## src/hdl/dpbm_pkg.sv

```systemverilog
// shared types and constants for the depth plane band marker
// no dependencies; imported by every module of the block
`default_nettype none

package dpbm_pkg;

    localparam int ADDR_W    = 5;
    localparam int QDEPTH    = 4;
    localparam int QPTR_W    = 2;
    localparam int QCNT_W    = 3;
    localparam logic [7:0] MARK_ADD = 8'd127;

    typedef enum logic [2:0] {
        REG_COEFF_U      = 3'd0,
        REG_COEFF_V      = 3'd1,
        REG_NORMAL_Z     = 3'd2,
        REG_PLANE_OFFSET = 3'd3,
        REG_CENTER_COL   = 3'd4,
        REG_CENTER_ROW   = 3'd5,
        REG_NEAR_BAND    = 3'd6,
        REG_MASK_MISSING = 3'd7
    } reg_idx_t;

    typedef enum logic [1:0] {
        CLS_PASS     = 2'd0,
        CLS_NO_DEPTH = 2'd1,
        CLS_MEASURE  = 2'd2
    } cls_t;

    typedef struct packed {
        logic        frame_start;
        logic [9:0]  col;
        logic [9:0]  row;
        logic [15:0] depth;
        logic [7:0]  blue;
        logic [7:0]  green;
        logic [7:0]  red;
    } pix_t;

    typedef struct packed {
        logic [7:0]  out_blue;
        logic [7:0]  out_green;
        logic [7:0]  out_red;
        logic        on_plane;
        logic [30:0] max_height;
        logic [9:0]  max_col;
        logic [9:0]  max_row;
    } res_t;

    typedef struct packed {
        logic [31:0] coeff_u;
        logic [31:0] coeff_v;
        logic [31:0] normal_z;
        logic [31:0] plane_offset;
        logic [13:0] center_col;
        logic [13:0] center_row;
        logic [30:0] near_band;
        logic        mask_missing;
    } cfg_t;

    typedef struct packed {
        logic        frame_start;
        logic [9:0]  col;
        logic [9:0]  row;
        logic [15:0] depth;
        logic [7:0]  blue;
        logic [7:0]  green;
        logic [7:0]  red;
        cls_t        cls;
    } meta_t;

    typedef struct packed {
        meta_t       meta;
        logic [46:0] pu;
        logic [46:0] pv;
    } qent_t;

endpackage

`default_nettype wire

```

## src/hdl/dpbm_front.sv

```systemverilog
// front end: takes a pixel word, classifies it and forms the column and row products
// depends on dpbm_pkg
`default_nettype none

module dpbm_front
    import dpbm_pkg::*;
#(
    parameter int MAX_COLS = 1024,
    parameter int MAX_ROWS = 1024
)
(
    input  wire pix_t  pix,
    input  wire cfg_t  cfg,
    output qent_t      ent
);

    logic signed [14:0] u;
    logic signed [14:0] v;
    logic               in_frame;

    assign u = $signed({1'b0, cfg.center_col}) - $signed({1'b0, pix.col, 4'b0000});
    assign v = $signed({1'b0, cfg.center_row}) - $signed({1'b0, pix.row, 4'b0000});
    assign in_frame = (32'(pix.col) < MAX_COLS) && (32'(pix.row) < MAX_ROWS);

    always_comb
    begin
        ent.meta.frame_start = pix.frame_start;
        ent.meta.col         = pix.col;
        ent.meta.row         = pix.row;
        ent.meta.depth       = pix.depth;
        ent.meta.blue        = pix.blue;
        ent.meta.green       = pix.green;
        ent.meta.red         = pix.red;
        priority if (!in_frame)
            ent.meta.cls = CLS_PASS;
        else if (pix.depth == 16'd0)
            ent.meta.cls = CLS_NO_DEPTH;
        else
            ent.meta.cls = CLS_MEASURE;
        ent.pu = $signed(cfg.coeff_u) * u;
        ent.pv = $signed(cfg.coeff_v) * v;
    end

endmodule

`default_nettype wire

```

## config.mk

```make
export PLATFORM = sky130hd
export DESIGN_NAME = dpbm_front
export DESIGN_NICKNAME = d
export VERILOG_FILES = /design/src/hdl/dpbm_pkg.sv /design/src/hdl/dpbm_front.sv
export SDC_FILE = /design/constraint.sdc
export NUM_CORES = 2
export LEC_CHECK = 0
export ABC_AREA = 1
export BUFFER_PORTS_ARGS = -buffer_cell sky130_fd_sc_hd__buf_2
export CORE_MARGIN = 3
export CORE_UTILIZATION = 31
export DETAILED_ROUTE_END_ITERATION = 6
export RECOVER_POWER = 100
export SYNTH_ARGS = -nofsm -noshare
export SYNTH_HDL_FRONTEND = slang
export SYNTH_SLANG_ARGS = --single-unit
```

## constraint.sdc

```tcl
create_clock -name vclk -period 9.05
set_input_delay 0.905 -clock vclk [all_inputs]
set_output_delay 0.905 -clock vclk [all_outputs]
set_load 0.01 [all_outputs]
```

==> impl_metrics.csv <==
group,metric,value,unit
run_status,status,"completed",
layout,postLayoutCoreUtil,33.7,%
grt,antenna_found_initial,8,
setup_path,end_kind,"primary output",
timing,fin_crit_sh,96.7,%
floorplan,num_io_pins,406,
placed_design,dp_hpwl,94300,um
timing,fmax,114,MHz
layout,instances_no_fill,6848,
floorplan,initial_utilization,31.4,%
grt,grt_pass1_vias,33587,
layout,drive_gt1_share,4.92,%
layout,seq_cells,0,
flow_run,maxCapViolations,0,
timing,max_slew_margin,32.1,%
timing,rsz0062_at_grt,"false",
cts,cts_setup_buffers,0,
setup_path,slowest_stage,"fa_1",
setup_path,slowest_delay,0.53,ns
detailed_routing,wl_per_cell,15.8,um
grt,grt_pass1_wl,179000,um
synth,synth_nets,6499,
timing,fin_crit,8.75,ns
grt,grt.overflow.total,0,
detailed_routing,drt_wl_total,108000,um
worst_hold_path,hold_path_class,"in2out",
layout,multiInputGateArea,30300,um^2
floorplan,die_y,352,um
timing,slew_violations,0,
synth,synth_cell_types,34,
layout,mostFrequentLayoutCell,"inv_1",
detailed_routing,dr.pass1.iters,5,
grt,grt_util_all_layers,17.7,%
layout,most-common-layout-cells,"inv_1 (1519), nand2_1 (1323), fa_1 (888)",
placed_design,placed_cells,6843,
layout,syn_to_final_growth,7.42,%
setup_path,worstSetupStartpointType,"primary input",
floorplan,num_rows,126,
placed_design,io_buffers,260,
timing,final-setup-viol-count,0,
layout,seqCellArea,0,um^2
layout,clkbuf_count,0,
timing,worst_pin_slew,1.02,ns
synth,ys_seq_area_share,0,%
timing,hold_viol,0,
placed_design,gp_congestion,0.936,
setup_path,required,8.15,ns
floorplan,coreArea,119000,um^2
detailed_routing,vias,31277,
setup_path,cp.arrival,7.85,ns
detailed_routing,routed_via_density,4.57,
synth,avgSynthCellArea,7.27,um^2
cts,postCtsHoldBufs,0,
detailed_routing,drt_iter0_markers,1973,
synth,synthCells,5110,
synth,netlist_area,37200,um^2
grt,grt_max_degree,33,
detailed_routing,drc,0,
setup_path,critical_path_class,"in2out",
setup_path,cp_max_fo,16,
layout,fillCellCount,13027,
floorplan,die_area,124000,um^2
floorplan,chipWidth,352,um
layout,fin_nets,6634,
synth,yosysWarnings,0,
detailed_routing,postRouteAntennaNets,0,
timing,tns,0,ns
==> cells in the mapped netlist, drive strengths merged (6+ instances only) <==
cell,count,area (um^2)
buf,107,748
or2,11,68.8
nor3,15,85.1
o21ai,22,110
inv,1522,5710
xor2,41,359
a21oi,79,399
nand3b,8,60.1
nand2,1333,5050
nand4,30,206
nand3,189,951
ha,252,3150
clkbuf,106,398
nor2,457,1720
a31oi,6,37.5
o21bai,18,135
xnor2,17,149
fa,888,17800
==> stage by stage <==
step / hold WS [ns] / cell area, um^2 / worst slack [ns]
6_report: 1.81 / 39900 / 0.296
4_1_cts: 1.81 / 40100 / 0.321
3_3_place_gp: 1.81 / 40100 / 0.273
3_5_place_dp: 1.81 / 40100 / 0.350
2_1_floorplan: 1.90 / 37200 / 1.45
5_1_grt: 1.81 / 39900 / 0.00324
==> critical path, delay by kind of cell <==
family	cells	cell delay, ns
AND/OR/NAND/NOR	10	1.80
adder cells (fa/ha/maj)	8	3.68
buffers and inverters	9	0.96
XOR/XNOR	1	0.20
AO/OA/AOI/OAI	2	0.31
==> layer usage <==
metal | GRT usage (%) | part of all wire [%] | up-vias
met5 | 0 | 0 | -
li1 | - | - | 14593
met3 | 1.90 | 6.5 | 129
met4 | 3.15 | 2.3 | 0
met1 | 24.2 | 44 | 15612
met2 | 30.7 | 47 | 943
==> final timing paths <==
path | from | to | slack, ns | cells past startpoint
setup / recovery | pix[48] | ent[24] | 0.30 | 30
hold / removal | pix[4] | ent[100] | 1.81 | 0
==> area by class of cell <==
type | count | share of cell area [%]
Timing Repair Buffer | 346 | 4.73
Inverter | 1522 | 14.3
Antenna cell | 5 | 0.0313
Tap cell | 1600 | 5.01
Multi-Input combinational cell | 3375 | 75.9
==> timing repair <==
| item | in CTS | in global routing |
|---|---|---|
| setup endpoints to repair | 0 | 18 |
| hold endpoints to repair | 0 | 0 |
| gates resized for setup | 0 | 2 |
==> cell families after synthesis <==
group           Yosys count  synth area share (%)
xor+xnor                 58                  1.37
compound gates          125                  1.83
fa+ha+maj              1140                  56.3
buf+inv                1735                  18.5
simple gates           2052                  22.0
Power is left out: the tool's default activity adds up to more than one toggle a clock period on the data nets, which glitch-free logic cannot reach.
