$ cat src/hdl/dpbm_pkg.sv
// shared types and constants for the depth plane band marker
// no dependencies; imported by every module of the block
`default_nettype none

package dpbm_pkg;

    localparam int ADDR_W    = 5;
    localparam int QDEPTH    = 4;
    localparam int QPTR_W    = 2;
    localparam int QCNT_W    = 3;
    localparam logic [7:0] MARK_ADD = 8'd127;

    typedef enum logic [2:0] {
        REG_COEFF_U      = 3'd0,
        REG_COEFF_V      = 3'd1,
        REG_NORMAL_Z     = 3'd2,
        REG_PLANE_OFFSET = 3'd3,
        REG_CENTER_COL   = 3'd4,
        REG_CENTER_ROW   = 3'd5,
        REG_NEAR_BAND    = 3'd6,
        REG_MASK_MISSING = 3'd7
    } reg_idx_t;

    typedef enum logic [1:0] {
        CLS_PASS     = 2'd0,
        CLS_NO_DEPTH = 2'd1,
        CLS_MEASURE  = 2'd2
    } cls_t;

    typedef struct packed {
        logic        frame_start;
        logic [9:0]  col;
        logic [9:0]  row;
        logic [15:0] depth;
        logic [7:0]  blue;
        logic [7:0]  green;
        logic [7:0]  red;
    } pix_t;

    typedef struct packed {
        logic [7:0]  out_blue;
        logic [7:0]  out_green;
        logic [7:0]  out_red;
        logic        on_plane;
        logic [30:0] max_height;
        logic [9:0]  max_col;
        logic [9:0]  max_row;
    } res_t;

    typedef struct packed {
        logic [31:0] coeff_u;
        logic [31:0] coeff_v;
        logic [31:0] normal_z;
        logic [31:0] plane_offset;
        logic [13:0] center_col;
        logic [13:0] center_row;
        logic [30:0] near_band;
        logic        mask_missing;
    } cfg_t;

    typedef struct packed {
        logic        frame_start;
        logic [9:0]  col;
        logic [9:0]  row;
        logic [15:0] depth;
        logic [7:0]  blue;
        logic [7:0]  green;
        logic [7:0]  red;
        cls_t        cls;
    } meta_t;

    typedef struct packed {
        meta_t       meta;
        logic [46:0] pu;
        logic [46:0] pv;
    } qent_t;

endpackage

`default_nettype wire

$ cat src/hdl/dpbm_back.sv
// back end: distance pipeline, band test, running maximum and output register
// depends on dpbm_pkg
`default_nettype none

module dpbm_back
    import dpbm_pkg::*;
(
    input  wire logic  clk,
    input  wire logic  rst_n,
    input  wire cfg_t  cfg,
    input  wire qent_t head,
    input  wire logic  empty,
    output logic       pop,
    output logic       res_valid,
    input  wire logic  res_stall,
    output res_t       res
);

    localparam logic signed [44:0] HEIGHT_MAX = $signed({14'd0, {31{1'b1}}});

    logic               advance;
    logic               v1_reg, v2_reg, v3_reg, v4_reg;
    meta_t              m1_reg, m2_reg, m3_reg, m4_reg;
    logic signed [48:0] s1_reg;
    logic signed [48:0] s1_next;
    logic        [47:0] lo2_reg;
    logic        [47:0] lo2_next;
    logic signed [33:0] hi2_reg;
    logic signed [33:0] hi2_next;
    logic signed [65:0] prod;
    logic signed [43:0] p3_reg;
    logic signed [43:0] p3_next;
    logic signed [44:0] h4_reg;
    logic signed [44:0] h4_next;
    logic signed [44:0] band_s;
    logic               near;
    logic               beat;
    logic        [30:0] h_sat;
    logic        [30:0] best_cur;
    logic        [30:0] best_h_reg;
    logic        [30:0] best_h_next;
    logic        [9:0]  best_c_reg;
    logic        [9:0]  best_c_next;
    logic        [9:0]  best_r_reg;
    logic        [9:0]  best_r_next;
    logic        [8:0]  red_sum;
    res_t               res_reg;
    res_t               res_next;
    logic               res_valid_reg;

    assign advance   = !res_valid_reg || !res_stall;
    assign pop       = advance && !empty;
    assign res_valid = res_valid_reg;
    assign res       = res_reg;

    // distance arithmetic, one wide step a stage
    always_comb
    begin
        s1_next  = $signed(head.pu) + $signed(head.pv) + $signed(cfg.normal_z);
        lo2_next = m1_reg.depth * s1_reg[31:0];
        hi2_next = $signed(s1_reg[48:32]) * $signed({1'b0, m1_reg.depth});
        prod     = $signed({hi2_reg, 32'd0}) + $signed({18'd0, lo2_reg});
        p3_next  = prod[65:22];
        h4_next  = $signed(p3_reg) - $signed(cfg.plane_offset);
    end

    // band test, running maximum and result word
    always_comb
    begin
        band_s   = $signed({14'd0, cfg.near_band});
        near     = h4_reg[44] ? (h4_reg > -band_s) : (h4_reg < band_s);
        best_cur = m4_reg.frame_start ? 31'd0 : best_h_reg;
        h_sat    = (h4_reg > HEIGHT_MAX) ? 31'h7FFFFFFF : h4_reg[30:0];
        beat     = (m4_reg.cls == CLS_MEASURE) && !h4_reg[44] && (h_sat > best_cur);
        red_sum  = {1'b0, m4_reg.red} + {1'b0, MARK_ADD};

        best_h_next = best_cur;
        best_c_next = m4_reg.frame_start ? 10'd0 : best_c_reg;
        best_r_next = m4_reg.frame_start ? 10'd0 : best_r_reg;
        if (beat)
        begin
            best_h_next = h_sat;
            best_c_next = m4_reg.col;
            best_r_next = m4_reg.row;
        end

        res_next.out_blue   = m4_reg.blue;
        res_next.out_green  = m4_reg.green;
        res_next.out_red    = m4_reg.red;
        res_next.on_plane   = 1'b0;
        unique case (m4_reg.cls)
            CLS_MEASURE:
            begin
                if (near)
                begin
                    res_next.on_plane = 1'b1;
                    res_next.out_red  = red_sum[8] ? 8'hFF : red_sum[7:0];
                end
            end
            CLS_NO_DEPTH:
            begin
                if (cfg.mask_missing)
                begin
                    res_next.out_blue  = 8'd0;
                    res_next.out_green = 8'd0;
                    res_next.out_red   = 8'd0;
                end
            end
            default:
            begin
            end
        endcase
        res_next.max_height = best_h_next;
        res_next.max_col    = best_c_next;
        res_next.max_row    = best_r_next;
    end

    always_ff @(posedge clk)
    begin
        if (advance)
        begin
            m1_reg  <= head.meta;
            s1_reg  <= s1_next;
            m2_reg  <= m1_reg;
            lo2_reg <= lo2_next;
            hi2_reg <= hi2_next;
            m3_reg  <= m2_reg;
            p3_reg  <= p3_next;
            m4_reg  <= m3_reg;
            h4_reg  <= h4_next;
            if (v4_reg)
                res_reg <= res_next;
        end
    end

    always_ff @(posedge clk or negedge rst_n)
    begin
        if (!rst_n)
        begin
            v1_reg        <= 1'b0;
            v2_reg        <= 1'b0;
            v3_reg        <= 1'b0;
            v4_reg        <= 1'b0;
            res_valid_reg <= 1'b0;
            best_h_reg    <= 31'd0;
            best_c_reg    <= 10'd0;
            best_r_reg    <= 10'd0;
        end
        else if (advance)
        begin
            v1_reg        <= !empty;
            v2_reg        <= v1_reg;
            v3_reg        <= v2_reg;
            v4_reg        <= v3_reg;
            res_valid_reg <= v4_reg;
            if (v4_reg)
            begin
                best_h_reg <= best_h_next;
                best_c_reg <= best_c_next;
                best_r_reg <= best_r_next;
            end
        end
    end

endmodule

`default_nettype wire

$ cat config.mk
export PLATFORM = sky130hd
export DESIGN_NAME = dpbm_back
export DESIGN_NICKNAME = d
export VERILOG_FILES = /design/src/hdl/dpbm_pkg.sv /design/src/hdl/dpbm_back.sv
export SDC_FILE = /design/constraint.sdc
export NUM_CORES = 2
export LEC_CHECK = 0
export BUFFER_PORTS_ARGS = -buffer_cell sky130_fd_sc_hd__buf_2
export CAP_MARGIN = 20
export CORE_MARGIN = 8
export CORE_UTILIZATION = 50
export CTS_BUF_LIST = sky130_fd_sc_hd__clkbuf_4 sky130_fd_sc_hd__clkbuf_8 sky130_fd_sc_hd__clkbuf_16
export DETAILED_ROUTE_END_ITERATION = 6
export PLACE_DENSITY = 0.68
export SLEW_MARGIN = 10
export SYNTH_ARGS = -nofsm -noshare
export SYNTH_HDL_FRONTEND = slang
export SYNTH_SLANG_ARGS = --single-unit
$ cat constraint.sdc
create_clock -name clk -period 31.5 [get_ports clk]
set_input_delay 1.575 -clock clk [delete_from_list [all_inputs] [get_ports clk]]
set_output_delay 1.575 -clock clk [all_outputs]
set_load 0.02 [all_outputs]
==> impl_metrics.csv <==
group,metric,value,unit
grt,grt_max_degree,172,
grt,grt_usage,0.209,
detailed_routing,drt-initial-drc-count,1922,
synthesis,yosys_warnings,0,
clock_tree,clkTransAtPathRegs,0.06,ns
clock_tree,cts_resized,0,
clock_tree,htreeDepth,2,
cells_and_area,area_growth,9.45,%
worst_setup_path,start_kind,"flop",
clock_tree,clock-root-buffer,"clkbuf_16",
worst_setup_path,required,31.86,ns
synthesis,synth_most_common_cell,"inv_1",
placed_design,place_inst,6729,
placed_design,dpl.hpwl,91.4,mm
die,io_pins,427,
timing,rsz0062_at_grt,"no",
clock_tree,cts_made_buffers,59,
clock_tree,ctsHoldBuffers,0,
flow_run,maxCapViolCount,0,
die,die-height,343,microns
detailed_routing,wl_per_cell,17.7,microns
synthesis,synth-edff-count,478,
cells_and_area,final_area,58600,sq um
timing,hold_viol,0,
synthesis,synth_seq_cells,534,
clock_tree,clk_latency,0.67,ns
synthesis,synth.net_count,6662,
synthesis,avgSynthCellArea,10.4,sq um
worst_setup_path,critPathTopFamily,"adder cells",
grt,antenna_found_initial,12,
placed_design,gp_congestion,0.882,
timing,skew,0.0342,ns
clock_tree,postCtsSetupBuffers,0,
synthesis,syn_area,53500,sq um
detailed_routing,drc,0,
placed_design,port_buffers,334,
die,die_area,118000,sq um
placed_design,dpl-instance-area,56500,sq um
die,design.core.area,107000,sq um
worst_setup_path,endpoint_kind,"flop",
detailed_routing,vias,36371,
worst_setup_path,cp_num_buf_inv,4,
synthesis,synth_ff_type,"edfxtp_1",
timing,fin_crit_sh,0.241,
synthesis,ys_top_cells_by_area,"fa_1, edfxtp_1, ha_1",
worst_setup_path,path_class,"reg -> reg",
timing,fmax,132,MHz
timing,period_needed,7.58,ns
detailed_routing,ant_nets,0,
worst_setup_path,slowest_delay,0.71,ns
synthesis,synth_cells,5146,
die,start_util,0.502,
hold_path,hold_class,"reg -> reg",
synthesis,synthArstFlopShare,0.105,
grt,grt_pass1_vias,38214,
detailed_routing,routed_wl,121,mm
worst_setup_path,crit_arrival,7.94,ns
worst_setup_path,worst-path-stages,22,
grt,grt_pass1_wl,199,mm
die,die_w,343,microns
worst_setup_path,crit_chain,"and2_1 > fa_1 > inv_1 > fa_1 > fa_1 > fa_1 > inv_1 > fa_1 > inv_1 > fa_1 > inv_1 > ha_1 > a211o_1 > a21oi_1 > o2111ai_1 > a31oi_1 > o21a_1 > a311oi_1 > or2_1 > a311o_1 > a21oi_1 > xnor2_1",
detailed_routing,via_per_inst,5.31,
cells_and_area,fin_util,0.549,
timing,worst_pin_slew,1.05,ns
cells_and_area,largest_register_ffs,76,
synthesis,yosysTopAreaCell,"fa_1",
timing,slew_viol_final,0,
cells_and_area,nNetsFinal,6903,
synthesis,ys_types,78,
worst_setup_path,crit_fanout,16,
cells_and_area,instances_no_fill,6845,
clock_tree,clk_path_buf_depth,3,
cells_and_area,fillers,9369,
timing,fin_tns_setup,0,ns
clock_tree,clock-sinks,534,
detailed_routing,firstDrtPassIters,5,
worst_setup_path,cpMostUsedCell,"fa_1",
run_status,outcome,"finished clean",
die,rows,120,
timing,finalSetupViolCount,0,
grt,grt.overflow.total,0,
cells_and_area,drive_above_1_share,0.0911,
hold_path,holdPathStages,0,
clock_tree,cts_tree,"yes",
worst_setup_path,crit_slowest_cell,"edfxtp_1",
worst_setup_path,r2r_cells,22,
timing,maxSlewHeadroom,0.301,
synthesis,netlist_top_cells_count,"inv_1, fa_1, nand2_1",
synthesis,synth_top_area_frac,0.279,
synthesis,ys_seq_area_frac,0.294,
## path summary, 6_finish.rpt
check                                  to        start  slack, ns
max                           lo2_reg[34]    s1_reg[5]      23.92
min                             p3_reg[9]  lo2_reg[31]       0.39
max reg2reg                   lo2_reg[34]    s1_reg[5]      23.92
min reg2reg                     p3_reg[9]  lo2_reg[31]       0.39
max in group asynchronous   best_c_reg[7]        rst_n      29.89
min in group asynchronous  best_h_reg[11]        rst_n       1.07
## layout make-up
| class | count | area (sq um) | area share |
|---|---|---|---|
| inverters | 956 | 3590 | 0.0613 |
| clock buffers | 76 | 1620 | 0.0277 |
| clock inverters | 34 | 418 | 0.00714 |
| well taps | 1403 | 1760 | 0.0300 |
| multi-input cells | 3476 | 33500 | 0.572 |
| diodes | 6 | 15.0 | 0.000256 |
| flip-flops and latches | 534 | 15800 | 0.269 |
| repair buffers | 360 | 1880 | 0.0321 |
## worst register-to-register path: cells and delay by family (launching register included)
family / cells / cell delay (ns)
compound gates: 8 / 2.32
xor+xnor: 1 / 0.13
fa+ha+maj: 7 / 3.30
buf+inv: 4 / 0.22
flops: 1 / 0.71
simple gates: 2 / 0.62
## cell usage in the layout (no fill, tap or decap), types with 128 or more instances in the layout
cell,count
o21ai_0,128
a21oi_1,167
fa_1,746
nor2_1,150
inv_1,956
ha_1,421
edfxtp_1,478
buf_2,334
xnor2_1,148
and2_1,338
nand2_1,612
## routing by layer
layer	part of all wire	wire, microns	up-vias	GRT usage
li1	-	-	17036	-
met1	0.44	53200	18000	0.285
met2	0.47	57200	1143	0.350
met3	0.068	8210	186	0.0361
met4	0.021	2590	6	0.0477
met5	0.00035	42	-	0
## logic make-up (layout without fill, tap and decap cells)
family / Yosys count / after routing / share of synthesized area
flip-flops: 534 / 534 / 0.294
multiplexers: 6 / 6 / 0.00119
AO/OA/AOI/OAI: 683 / 683 / 0.0850
XOR/XNOR: 201 / 201 / 0.0329
AND/OR/NAND/NOR: 1419 / 1419 / 0.129
other: 0 / 6 / 0
adder cells (fa/ha/maj): 1167 / 1167 / 0.378
buffers and inverters: 1136 / 1426 / 0.0797
## per-stage QoR
stage,setup slack (ns),hold WS (ns)
2_1_floorplan,17.18,0.400
3_3_place_gp,24.01,0.400
3_5_place_dp,24.07,0.405
4_1_cts,23.99,0.408
5_1_grt,23.56,0.403
6_report,23.92,0.392
Power is left out: the tool's default activity adds up to more than one toggle a clock period on the data nets, which glitch-free logic cannot reach.
