<file path="src/hdl/dpbm_pkg.sv">
// shared types and constants for the depth plane band marker
// no dependencies; imported by every module of the block
`default_nettype none

package dpbm_pkg;

    localparam int ADDR_W    = 5;
    localparam int QDEPTH    = 4;
    localparam int QPTR_W    = 2;
    localparam int QCNT_W    = 3;
    localparam logic [7:0] MARK_ADD = 8'd127;

    typedef enum logic [2:0] {
        REG_COEFF_U      = 3'd0,
        REG_COEFF_V      = 3'd1,
        REG_NORMAL_Z     = 3'd2,
        REG_PLANE_OFFSET = 3'd3,
        REG_CENTER_COL   = 3'd4,
        REG_CENTER_ROW   = 3'd5,
        REG_NEAR_BAND    = 3'd6,
        REG_MASK_MISSING = 3'd7
    } reg_idx_t;

    typedef enum logic [1:0] {
        CLS_PASS     = 2'd0,
        CLS_NO_DEPTH = 2'd1,
        CLS_MEASURE  = 2'd2
    } cls_t;

    typedef struct packed {
        logic        frame_start;
        logic [9:0]  col;
        logic [9:0]  row;
        logic [15:0] depth;
        logic [7:0]  blue;
        logic [7:0]  green;
        logic [7:0]  red;
    } pix_t;

    typedef struct packed {
        logic [7:0]  out_blue;
        logic [7:0]  out_green;
        logic [7:0]  out_red;
        logic        on_plane;
        logic [30:0] max_height;
        logic [9:0]  max_col;
        logic [9:0]  max_row;
    } res_t;

    typedef struct packed {
        logic [31:0] coeff_u;
        logic [31:0] coeff_v;
        logic [31:0] normal_z;
        logic [31:0] plane_offset;
        logic [13:0] center_col;
        logic [13:0] center_row;
        logic [30:0] near_band;
        logic        mask_missing;
    } cfg_t;

    typedef struct packed {
        logic        frame_start;
        logic [9:0]  col;
        logic [9:0]  row;
        logic [15:0] depth;
        logic [7:0]  blue;
        logic [7:0]  green;
        logic [7:0]  red;
        cls_t        cls;
    } meta_t;

    typedef struct packed {
        meta_t       meta;
        logic [46:0] pu;
        logic [46:0] pv;
    } qent_t;

endpackage

`default_nettype wire

</file>
<file path="src/hdl/dpbm_queue.sv">
// short first-in first-out queue between front and back
// depends on dpbm_pkg
`default_nettype none

module dpbm_queue
    import dpbm_pkg::*;
(
    input  wire logic  clk,
    input  wire logic  rst_n,
    input  wire logic  push,
    input  wire qent_t wdata,
    input  wire logic  pop,
    output qent_t      rdata,
    output logic       full,
    output logic       empty
);

    qent_t             mem [QDEPTH];
    logic [QPTR_W-1:0] wr_ptr_reg;
    logic [QPTR_W-1:0] wr_ptr_next;
    logic [QPTR_W-1:0] rd_ptr_reg;
    logic [QPTR_W-1:0] rd_ptr_next;
    logic [QCNT_W-1:0] cnt_reg;
    logic [QCNT_W-1:0] cnt_next;
    logic              do_push;
    logic              do_pop;

    assign full    = (cnt_reg == QCNT_W'(QDEPTH));
    assign empty   = (cnt_reg == '0);
    assign do_push = push && !full;
    assign do_pop  = pop && !empty;
    assign rdata   = mem[rd_ptr_reg];

    always_comb
    begin
        wr_ptr_next = do_push ? wr_ptr_reg + 1'b1 : wr_ptr_reg;
        rd_ptr_next = do_pop ? rd_ptr_reg + 1'b1 : rd_ptr_reg;
        cnt_next    = cnt_reg + QCNT_W'(do_push) - QCNT_W'(do_pop);
    end

    always_ff @(posedge clk)
    begin
        if (do_push)
            mem[wr_ptr_reg] <= wdata;
    end

    always_ff @(posedge clk or negedge rst_n)
    begin
        if (!rst_n)
        begin
            wr_ptr_reg <= '0;
            rd_ptr_reg <= '0;
            cnt_reg    <= '0;
        end
        else
        begin
            wr_ptr_reg <= wr_ptr_next;
            rd_ptr_reg <= rd_ptr_next;
            cnt_reg    <= cnt_next;
        end
    end

endmodule

`default_nettype wire

</file>
<file path="config.mk">
export PLATFORM = sky130hd
export DESIGN_NAME = dpbm_queue
export DESIGN_NICKNAME = d
export VERILOG_FILES = /design/src/hdl/dpbm_pkg.sv /design/src/hdl/dpbm_queue.sv
export SDC_FILE = /design/constraint.sdc
export NUM_CORES = 1
export LEC_CHECK = 0
export BUFFER_PORTS_ARGS = -buffer_cell sky130_fd_sc_hd__buf_2
export CORE_MARGIN = 4
export CORE_UTILIZATION = 45
export CTS_CLUSTER_DIAMETER = 40
export CTS_CLUSTER_SIZE = 28
export DETAILED_ROUTE_END_ITERATION = 16
export PLACE_DENSITY = 0.65
export SYNTH_ARGS = -nofsm -noshare
export SYNTH_HDL_FRONTEND = slang
export SYNTH_SLANG_ARGS = --single-unit
</file>
<file path="constraint.sdc">
create_clock -name clk -period 11.4 [get_ports clk]
set_input_delay 2.28 -clock clk [delete_from_list [all_inputs] [get_ports clk]]
set_output_delay 2.28 -clock clk [all_outputs]
set_load 0.005 [all_outputs]
</file>
==> results of run 1 <==
## worst register-to-register path, stage by stage (launching register included)
cell     delay, ps
dfrtp_1        450
nor3b_2        240
and3b_4        510
buf_4          650
buf_4          740
## cells in the final DEF, fill, tap and decap left out
cell type and count:
o211ai_1 2, clkinv_2 5, inv_6 7, diode_2 7, ha_1 6, bufinv_16 4
edfxtp_1 628, nand2_1 1, o31ai_1 1, nor3_1 1, clkinv_8 3, clkinvlp_4 7
dfrtp_4 2, o311ai_0 1, xnor2_1 4, mux4_2 157, buf_2 319, nand2b_1 4
inv_8 8, buf_12 1, dfrtp_1 5, buf_4 14, clkinv_4 11, fa_1 1
nor3b_2 1, inv_1 6, clkbuf_1 2, nand4bb_1 2, clkbuf_16 79, and3b_4 4
clkinv_1 8
## metal layers
| layer | vias to the layer above | part of all wire, % |
|---|---|---|
| li1 | 4530 | - |
| met1 | 5535 | 41 |
| met2 | 344 | 48 |
| met3 | 92 | 9.2 |
| met4 | 14 | 2.3 |
| met5 | - | 0.18 |
## kinds of logic after synthesis
kind of cell | Yosys count | synth area share [%]
flip-flops | 635 | 82.3
multiplexers | 157 | 15.3
buffers and inverters | 42 | 1.23
AND/OR/NAND/NOR | 13 | 0.449
adder cells (fa/ha/maj) | 7 | 0.411
AO/OA/AOI/OAI | 4 | 0.135
XOR/XNOR | 4 | 0.152
## cells in the mapped netlist (all sizes together)
library cell / count
nand4bb: 2
nor3: 1
and3b: 4
nor3b: 1
dfrtp: 7
ha: 6
o31ai: 1
o311ai: 1
mux4: 157
nand2: 1
nand2b: 4
clkbuf: 4
buf: 32
edfxtp: 628
fa: 1
inv: 6
o211ai: 2
xnor2: 4
## cell type report
type	count	area [um2]	share of cell area, %
diodes	7	17.5	0.0626
clock inverters	53	524	1.87
flip-flops and latches	635	19000	68.1
multi-input cells	185	3820	13.6
inverters	6	22.5	0.0805
clock buffers	81	1980	7.10
repair buffers	334	1720	6.16
well taps	672	841	3.01
## power groups by stage
stage | Combinational, mW | Sequential [mW] | Clock, mW
floorplan | 1.22 | 3.26 | 0
global placement | 1.92 | 3.27 | 0
detailed placement | 1.91 | 3.30 | 0
CTS | 1.92 | 3.25 | 2.39
global route | 2.02 | 3.28 | 2.50
finish | 1.85 | 3.24 | 2.34
## worst paths after layout
path	slack, ps	from	end
worst max register to register	8360	cnt_reg[2]	mem[3][33]
worst min register to register	620	wr_ptr_reg[1]	wr_ptr_reg[1]
min in group asynchronous	1520	rst_n	cnt_reg[1]
max in group asynchronous	9690	rst_n	rd_ptr_reg[0]
worst max-delay path	6040	rd_ptr_reg[0]	rdata[120]
worst min-delay path	620	wr_ptr_reg[1]	wr_ptr_reg[1]
## per-stage QoR
stage,worst slack (ps),utilization (%),power [mW],cells,cell area (um2)
after global routing,5740,55.4,7.80,1967,28000
after CTS,5890,55.4,7.57,1966,28000
after detailed placement,6550,50.4,5.21,1832,25400
final,6040,55.4,7.43,1973,28000
after floorplan,4930,-,4.48,862,23100
after global placement,6540,50.4,5.19,1832,25400
==> metrics.md, run 1 <==
| Metric | Value |
|---|---|
| Status | `completed` |
| Clock insertion delay at the later pin of the skew report | `580 ps` |
| Count of unique library cells instantiated by Yosys | `19` |
| Number of flip-flops in the largest register | `628` |
| Die footprint | `0.0551 mm2` |
| Min Tclk post-route | `5360 ps` |
| Endpoint type of the worst setup path | `output pin` |
| Total Nets Final | `1405` |
| Critical Path RT | `9120 ps` |
| Part of the cycle the worst path needs | `47.0%` |
| Met2 capacity usage during global routing | `24.8%` |
| Io pins | `320` |
| Clock slew at the register clock pins of the worst setup and hold paths | `60 ps` |
| Routed len/inst | `22.9 um` |
| Via count of the first global-routing pass | `11000` |
| Worst EP arrival | `3080 ps` |
| Combinational cell fraction of total power | `24.9%` |
| Switch share | `27.9%` |
| Number of gates given a new drive strength after cts | `0` |
| Clock buffer count from CTS | `75` |
| DRC | `0` |
| Setup Fix Bufs, Post-CTS | `0` |
| Fmax achieved | `186 MHz` |
| Half-perimeter wire length of the detailed placement result | `27000 um` |
| Area of the mapped netlist | `0.0231 mm2` |
| Cell taking the most area after synthesis | `edfxtp_1` |
| Worst setup skew after layout | `21.2 ps` |
| Largest net degree at the start of global routing | `88` |
| Cell with the largest stage delay on the worst path | `dfrtp_4` |
| Total of hold buffers inserted after clock tree synthesis | `0` |
| Path type of the worst min-delay path | `reg2reg` |
| Count of port buffers added during placement | `319` |
| Net switching power | `2.07 mW` |
| Transition at the pin with the smallest max-transition slack | `1060 ps` |
| Startpoint type of the worst setup path | `register` |
| Final count of hold timing violations | `0` |
| Cell count of the worst reg-to-reg path | `4` |
| Buffers from clock root to sink, at most | `3` |
| Max_slew headroom | `29.6%` |
| Kind of critical path | `reg2out` |
| Yosys warnings | `0` |
| Flip-flop and latch count after synthesis | `635` |
| Leading post-synthesis cells by cell area | `edfxtp_1, mux4_2, dfrtp_1, buf_6, buf_2` |
| Synthesized area divided by synthesized cell count | `26.8 um2` |
| Kind of cell with the highest combined delay on the critical path | `buffers and inverters` |
| Buffer cell driving the clock tree root | `clkbuf_16` |
| Routability-driven placement congestion ratio | `0.732` |
| Crit Path Max Fanout | `41` |
| Critical Path, Cell by Cell | `buf_4 -> mux4_2 -> buf_2` |
| Filler cells | `3789` |
| Cell count along the critical path | `3` |
| Met1 routing resource usage after global routing | `22.1%` |
| Number of maximum-capacitance constraint violations | `0` |
| Sum of negative setup slack | `0 ps` |
| Placement row count | `82` |
| Synth top area share | `81.6%` |
| Number of antenna violations at the first check in global routing | `14` |
| Final number of setup-violating endpoints | `0` |
| Area added between synthesis and finish | `21.0%` |
| Wire length of the first global-routing pass | `68900 um` |
| Standby leakage power | `9.51 nW` |
| Slew Viols, Final | `0` |
| Total number of clock tree sinks | `635` |
| DR vias | `10500` |
| GR Util All Layers | `16.3%` |
| Post-synthesis net count | `1030` |
| Power Density | `266 mW/mm2` |
| Most used routing layer in global routing | `met2` |
| Synthesized instance count | `862` |
| DRT antenna net count | `0` |
| IR drop worst, VDD | `0.000233 V` |
| Worst Path Buf+Inv | `2` |
| RSZ-0062 raised after global routing | `no` |
| Detailed-router iteration count before antenna repair | `4` |
| Reg power frac | `43.6%` |
| Post-detailed-route via-to-cell ratio | `5.33` |
| Part of the Yosys area used for sequential elements | `82.3%` |
| Hold Crit Depth | `2` |
| Initial DRC count | `782` |
| Wire length after detailed routing | `45200 um` |
| Fraction of power consumed by the clock network | `31.5%` |
| Die Wd | `235 um` |
| Worst hold slack after final layout | `622 ps` |
| Fraction of final layout cells sized beyond drive strength 1 | `48.1%` |
| Chip height | `235 um` |
| Depth of the CTS H-tree | `3` |
| Clock tree from TritonCTS | `built` |
| Internal power contribution | `5.36 mW` |
| Total overflow reported by the global router | `0` |
| Met3 GRT Util | `6.70%` |
| Crit-path max cell delay | `870 ps` |
| Core Box Area | `0.0505 mm2` |
| Starting density of the core | `45.8%` |
No activity file was read; power rests on OpenSTA's default activity.
==> run 2, diff against run 1 <==
- ABC_AREA: default -> 1
- clock period: 11.4 -> 5.4 ns (I/O delays scaled with it)
==> run 2 against run 1 <==
Net effect: sequential cell count stayed put; cell count is 62% higher; clock power grew to 2.5 times the previous value; critical path depth is 3 higher; core utilization is 0.32 points lower; sequential share of layout area is 5.2 points lower; clock skew is 4.8 ps higher; first-iteration DRC count is 32% higher; sequential power is 110% higher; largest cell class unchanged.
==> metrics.md, run 2 <==
| Metric | Value |
|---|---|
| Placement row count | `86 (+4.9%)` |
| Min Tclk post-route | `4050 ps` |
| Routability-driven placement congestion ratio | `0.759 (+3.6%)` |
| Cell with the largest stage delay on the worst path | `dfrtp_4` |
| Post-placement setup slack | `2010 ps (-4540 ps)` |
| Cell taking the most area after synthesis | `edfxtp_1` |
| Clock insertion delay at the later pin of the skew report | `620 ps (+40 ps)` |
| Dpl cells | `3025 (+65%)` |
| Path type of the worst min-delay path | `in2async` |
| Number of antenna violations at the first check in global routing | `14 (unchanged)` |
| Count of unique library cells instantiated by Yosys | `17 (-2)` |
| Core Box Area | `0.0550 mm2 (+8.9%)` |
| Post-detailed-route via-to-cell ratio | `4.87 (-8.7%)` |
| Part of the Yosys area used for sequential elements | `76.2% (-6.2 points)` |
| Flip-flop and latch count after synthesis | `635 (unchanged)` |
| Area added between synthesis and finish | `21.2%` |
| Total overflow reported by the global router | `0 (unchanged)` |
| Detailed-router iteration count before antenna repair | `4 (unchanged)` |
| Kind of cell with the highest combined delay on the critical path | `flip-flops` |
| Final number of setup-violating endpoints | `0 (unchanged)` |
| Leading post-synthesis cells by cell area | `edfxtp_1, nand2_1, o21ai_0, nor2_1, inv_1` |
| Worst setup skew after layout | `26.0 ps (+4.80 ps)` |
| Largest net degree at the start of global routing | `237 (+170%)` |
| Power Density | `579 mW/mm2 (+120%)` |
| DRT antenna net count | `0 (unchanged)` |
| R2R setup slack | `2810 ps (-5550 ps)` |
| Final design utilization | `55.1% (-0.32 points)` |
| Standby leakage power | `12.1 nW (+27%)` |
| Share of flip-flops with an asynchronous set or reset after synthesis | `1.10% (unchanged)` |
| Worst Path Buf+Inv | `2 (unchanged)` |
| Endpoint type of the worst setup path | `output pin` |
| Fraction of final layout cells sized beyond drive strength 1 | `19.8% (-28 points)` |
| Critical Path RT | `4320 ps (-4800 ps)` |
| Yosys warnings | `0 (unchanged)` |
| Transition at the pin with the smallest max-transition slack | `1200 ps (+146 ps)` |
| Setup Fix Bufs, Post-CTS | `0 (unchanged)` |
| Via count of the first global-routing pass | `15400 (+40%)` |
| Slew Viols, Final | `0 (unchanged)` |
| Synth top area share | `75.5% (-6.1 points)` |
| Minimum setup slack in the final design | `1350 ps (-4690 ps)` |
| Most Frequent Cell on Critical Path | `nor2_1` |
| Count of port buffers added during placement | `319 (unchanged)` |
| Worst EP arrival | `2970 ps (-110 ps)` |
| Part of the cycle the worst path needs | `75.1%` |
| Crit Path Max Fanout | `236 (+480%)` |
| Synthesized area divided by synthesized cell count | `12.2 um2 (-54%)` |
| DR vias | `15500 (+48%)` |
| Worst flop-to-flop path endpoint | `mem[3][107]` |
| GR Util All Layers | `18.1% (+1.8 points)` |
| Clock tree from TritonCTS | `built` |
| Clock buffer count from CTS | `85 (+13%)` |
| Die Wd | `244 um (+3.8%)` |
| Wire length of the first global-routing pass | `85100 um (+24%)` |
| Fmax achieved | `247 MHz` |
| Die footprint | `0.0594 mm2 (+7.8%)` |
| Wire length after detailed routing | `54700 um (+21%)` |
| Total number of clock tree sinks | `635 (unchanged)` |
| Most common cell in the netlist | `edfxtp_1` |
| Number of flip-flops in the largest register | `628 (unchanged)` |
| Max_slew headroom | `19.8% (-9.7 points)` |
| Number of gates given a new drive strength after cts | `0 (unchanged)` |
| Half-perimeter wire length of the detailed placement result | `31300 um (+16%)` |
| Synthesized instance count | `2046 (+140%)` |
| DRC | `0 (unchanged)` |
| Count of non-filler cells in the finished layout | `3191 (+62%)` |
| Commonest cells after routing, fill and taps aside | `edfxtp_1, nand2_1, buf_2` |
| Startpoint type of the worst setup path | `register` |
| Total of hold buffers inserted after clock tree synthesis | `0 (unchanged)` |
| Io pins | `320 (unchanged)` |
| Critical Path, Cell by Cell | `buf_12 -> nor2_1 -> nor2_1 -> o21ai_0 -> nand2_1 -> buf_2` |
| RSZ-0062 raised after global routing | `no` |
| Area of the mapped netlist | `0.0250 mm2 (+8.1%)` |
| Initial DRC count | `1035 (+32%)` |
| Source of the worst register-to-register timing path | `cnt_reg[1]` |
| IR drop worst, VDD | `0.000740 V (+220%)` |
| Total power | `17.5 mW (+140%)` |
| Cell count of the worst reg-to-reg path | `6 (+2)` |
| Most common cell after layout, fill and taps aside | `edfxtp_1` |
| Crit-path max cell delay | `790 ps (-80 ps)` |
| Clock slew at the register clock pins of the worst setup and hold paths | `50 ps (about the same)` |
| Starting density of the core | `45.4% (-0.35 points)` |
| Sum of negative setup slack | `0 ps (unchanged)` |
| Most instantiated flip-flop cell in the synthesis netlist | `edfxtp_1` |
| Number of maximum-capacitance constraint violations | `0 (unchanged)` |
| Depth of the CTS H-tree | `3 (unchanged)` |
| Number of flops mapped to enable cells by yosys | `628 (unchanged)` |
| Post-synthesis net count | `2214 (+110%)` |
| Final count of hold timing violations | `0 (unchanged)` |
| Routed len/inst | `17.1 um (-25%)` |
| Kind of critical path | `reg2out` |
| Chip height | `244 um (+3.8%)` |
| Total Nets Final | `2532 (+80%)` |
| Buffers from clock root to sink, at most | `3 (unchanged)` |
| Status | `completed` |
| Most numerous cell types in the synthesized netlist | `edfxtp_1, nand2_1, nor2_1` |
| Buffer cell driving the clock tree root | `clkbuf_16` |
run 2: changes by cell type after synthesis, moves of 15 or more:
cell | before | now
buf_4 | 0 | 18
nand2_1 | 1 | 490
buf_1 | 0 | 15
inv_1 | 6 | 171
clkbuf_1 | 4 | 38
nor2_1 | 0 | 319
o21ai_0 | 0 | 313
mux4_2 | 157 | 0
run 2: worst reg2reg max path: stages, from the launching register on:
cell,delay (ps)
dfrtp_1,380
nor2_1,80
nand2_1,130
nand2_1,310
nor2_4,220
buf_4,490
buf_4,570
run 2: cell families (layout without fill, tap and decap cells):
logic type / count (synthesis) / count (layout) / share of synthesized area (%)
AO/OA/AOI/OAI: 314 / 314 / 6.29
adder cells (fa/ha/maj): 7 / 7 / 0.381
buffers and inverters: 276 / 664 / 4.90
flip-flops: 635 / 635 / 76.2
other: 0 / 9 / 0
AND/OR/NAND/NOR: 814 / 814 / 12.3
run 2: area by class of cell:
| type | instances | area (um2) |
|---|---|---|
| diodes | 9 | 22.5 |
| clock buffers | 96 | 2230 |
| clock inverters | 61 | 795 |
| fillers | 4540 | 24700 |
| inverters | 173 | 659 |
| multi-input cells | 1135 | 4760 |
| flip-flops and latches | 635 | 19000 |
| well taps | 748 | 936 |
| repair buffers | 334 | 1850 |
run 2: worst max-delay path by stage:
stage | start | end | slack [ps] | cells past startpoint
after floorplan | push | mem[0][0] | -410 | 2
after global placement | rd_ptr_reg[0] | rdata[32] | 2030 | 5
after detailed placement | rd_ptr_reg[0] | rdata[24] | 2010 | 5
after CTS | rd_ptr_reg[0] | rdata[4] | 1320 | 5
after global routing | rd_ptr_reg[0] | rdata[97] | 1170 | 6
final | rd_ptr_reg[0] | rdata[97] | 1350 | 6
run 2: per-stage QoR:
stage / hold WS, ps / instance area [um2]
2_1_floorplan: 461 / 25000
3_3_place_gp: 487 / 27200
3_5_place_dp: 502 / 27200
4_1_cts: 276 / 30300
5_1_grt: 301 / 30300
6_report: 316 / 30300
run 2: routing by layer:
| metal | part of all wire, % | routed length (um) | global-route usage, % | vias to the layer above |
|---|---|---|---|---|
| met1 | 41 | 22700 | 22.6 | 7489 |
| met2 | 50 | 27200 | 30.6 | 357 |
| met5 | 0.13 | 70 | 0 | - |
| li1 | - | - | - | 7588 |
| met3 | 6.0 | 3270 | 4.69 | 89 |
| met4 | 2.7 | 1450 | 6.99 | 12 |
run 2: power breakdown:
group	internal (mW)	total, mW	switching (mW)
Clock	3.67	5.85	2.18
Combinational	1.62	4.98	3.36
Sequential	6.47	6.72	0.250
==> run 3, diff against run 2 <==
- clock period: 5.4 -> 4.2 ns (I/O delays scaled with it)
==> run 3 against run 2 <==
Net effect: routed wire length is 2.3% lower; clock-buffer cell count shrank 3; cell count is 0.25% higher.
==> metrics.md, run 3 (synthesized netlist as in run 2, its figures left out) <==
| Metric | Value |
|---|---|
| Clock tree from TritonCTS | `built` |
| Non-Filler Cell Area, Final | `0.0304 mm2 (+0.25%)` |
| Most used routing layer in global routing | `met2` |
| Routability-driven placement congestion ratio | `0.748 (-1.4%)` |
| IR drop worst, VDD | `0.000441 V (-41%)` |
| Total Nets Final | `2542 (+0.39%)` |
| Critical Path, Cell by Cell | `buf_12 -> buf_4 -> nor2_1 -> nor2_1 -> o21ai_0 -> nand2_1 -> buf_2` |
| Total overflow reported by the global router | `0 (unchanged)` |
| Buffer cell driving the clock tree root | `clkbuf_16` |
| Die footprint | `0.0594 mm2 (unchanged)` |
| Via count of the first global-routing pass | `15400 (-0.045%)` |
| Total of hold buffers inserted after clock tree synthesis | `0 (unchanged)` |
| Max_slew headroom | `49.0% (+29 points)` |
| Worst setup skew after layout | `18.3 ps (-7.66 ps)` |
| Status | `completed` |
| Die Wd | `244 um (unchanged)` |
| Number of gates given a new drive strength after cts | `0 (unchanged)` |
| Worst EP arrival | `2750 ps (-220 ps)` |
| Crit Path Max Fanout | `92 (-61%)` |
| Final count of hold timing violations | `0 (unchanged)` |
| Transition at the pin with the smallest max-transition slack | `765 ps (-438 ps)` |
| Total number of clock tree sinks | `635 (unchanged)` |
| Startpoint type of the worst setup path | `register` |
| R2R setup slack | `1970 ps (-840 ps)` |
| Routed len/inst | `16.7 um (-2.5%)` |
| Fmax achieved | `279 MHz` |
| Wire length after detailed routing | `53400 um (-2.3%)` |
| Largest net degree at the start of global routing | `115 (-51%)` |
| Core Box Area | `0.0550 mm2 (unchanged)` |
| Power Density | `741 mW/mm2 (+28%)` |
| Met2 capacity usage during global routing | `30.3% (-0.28 points)` |
| Critical Path RT | `3360 ps (-960 ps)` |
| Most common cell after layout, fill and taps aside | `edfxtp_1` |
| Endpoint type of the worst setup path | `output pin` |
| Starting density of the core | `45.4% (unchanged)` |
| Worst flop-to-flop path endpoint | `cnt_reg[2]` |
| Min Tclk post-route | `3590 ps` |
| Met3 GRT Util | `4.68% (-0.011 points)` |
| Detailed-router iteration count before antenna repair | `7 (+3)` |
| Slew Viols, Final | `0 (unchanged)` |
| Cell area after placement | `0.0274 mm2 (+0.43%)` |
| Number of flip-flops in the largest register | `628 (unchanged)` |
| Post-placement setup slack | `1260 ps (-749 ps)` |
| DRT antenna net count | `0 (unchanged)` |
| Part of the cycle the worst path needs | `85.4%` |
| Count of port buffers added during placement | `319 (unchanged)` |
| Final number of setup-violating endpoints | `0 (unchanged)` |
| Area added between synthesis and finish | `21.5%` |
| Clock insertion delay at the later pin of the skew report | `620 ps (about the same)` |
| Post-detailed-route via-to-cell ratio | `4.87 (about the same)` |
| Setup Fix Bufs, Post-CTS | `0 (unchanged)` |
| Met1 routing resource usage after global routing | `21.7% (-0.94 points)` |
| Cell with the largest stage delay on the worst path | `dfrtp_4` |
| Half-perimeter wire length of the detailed placement result | `30500 um (-2.7%)` |
| Crit-path max cell delay | `740 ps (-50 ps)` |
| Standby leakage power | `12.1 nW (+0.27%)` |
| Commonest cells after routing, fill and taps aside | `edfxtp_1, nand2_1, buf_2` |
| Wire length of the first global-routing pass | `83300 um (-2.1%)` |
| Clock slew at the register clock pins of the worst setup and hold paths | `60 ps (about the same)` |
| Total power | `22.5 mW (+28%)` |
| Number of antenna violations at the first check in global routing | `17 (+3)` |
| Cell count of the worst reg-to-reg path | `9 (+3)` |
| Io pins | `320 (unchanged)` |
| DRC | `0 (unchanged)` |
| Most Frequent Cell on Critical Path | `nor2_1` |
| RSZ-0062 raised after global routing | `no` |
| Sum of negative setup slack | `0 ps (unchanged)` |
| Kind of critical path | `reg2out` |
| DR vias | `15600 (+0.23%)` |
| Depth of the CTS H-tree | `3 (unchanged)` |
| GR Util All Layers | `17.8% (-0.37 points)` |
| Minimum setup slack in the final design | `611 ps (-734 ps)` |
| Source of the worst register-to-register timing path | `cnt_reg[1]` |
| Placement row count | `86 (unchanged)` |
| Initial DRC count | `836 (-19%)` |
| Path type of the worst min-delay path | `in2async` |
| Fraction of final layout cells sized beyond drive strength 1 | `20.2% (+0.35 points)` |
| Final design utilization | `55.2% (+0.14 points)` |
| Number of maximum-capacitance constraint violations | `0 (unchanged)` |
| Chip height | `244 um (unchanged)` |
| Buffers from clock root to sink, at most | `3 (unchanged)` |
| Clock buffer count from CTS | `86 (+1.2%)` |
[run 3: worst max-delay path by stage]
stage | start | end | slack (ps) | cells past startpoint
after detailed placement | rd_ptr_reg[0] | rdata[49] | 1260 | 7
after global placement | rd_ptr_reg[0] | rdata[41] | 1310 | 7
final | rd_ptr_reg[0] | rdata[49] | 610 | 7
after floorplan | push | mem[0][0] | -1370 | 2
after global routing | rd_ptr_reg[0] | rdata[33] | 370 | 7
after CTS | rd_ptr_reg[0] | rdata[49] | 570 | 7
[run 3: worst max-delay path, delay by kind of cell (launching register included)]
family,cells,cell delay [ps]
buffers and inverters,3,890
AND/OR/NAND/NOR,3,290
AO/OA/AOI/OAI,1,90
flip-flops,1,740
[run 3: per-layer routing]
layer  vias up  part of all wire, %  wire length [um]
li1       7599                    -                 -
met1      7492                   41             22100
met2       366                   49             26100
met3       100                  6.8              3610
met4        14                  2.7              1430
met5         -                 0.18                94
[run 3: cell type report]
type / count / area [um2]
fill: 4499 / 24600
sequential: 635 / 19000
multi-input combinational: 1135 / 4760
clock buffer: 93 / 2180
timing repair buffer: 343 / 1960
tap: 748 / 936
clock inverter: 62 / 803
inverter: 173 / 659
antenna: 10 / 25.0
[run 3: power by group]
part | internal, mW | switching (mW) | total, mW
Clock | 4.45 | 2.88 | 7.33
Sequential | 8.32 | 0.306 | 8.63
Combinational | 2.16 | 4.38 | 6.53
[run 3: stage by stage]
step / cells / hold WS, ps
2_1_floorplan: 2046 / 461
3_3_place_gp: 3034 / 493
3_5_place_dp: 3034 / 509
4_1_cts: 3189 / 3.05
5_1_grt: 3198 / 13.9
6_report: 3199 / 40.8
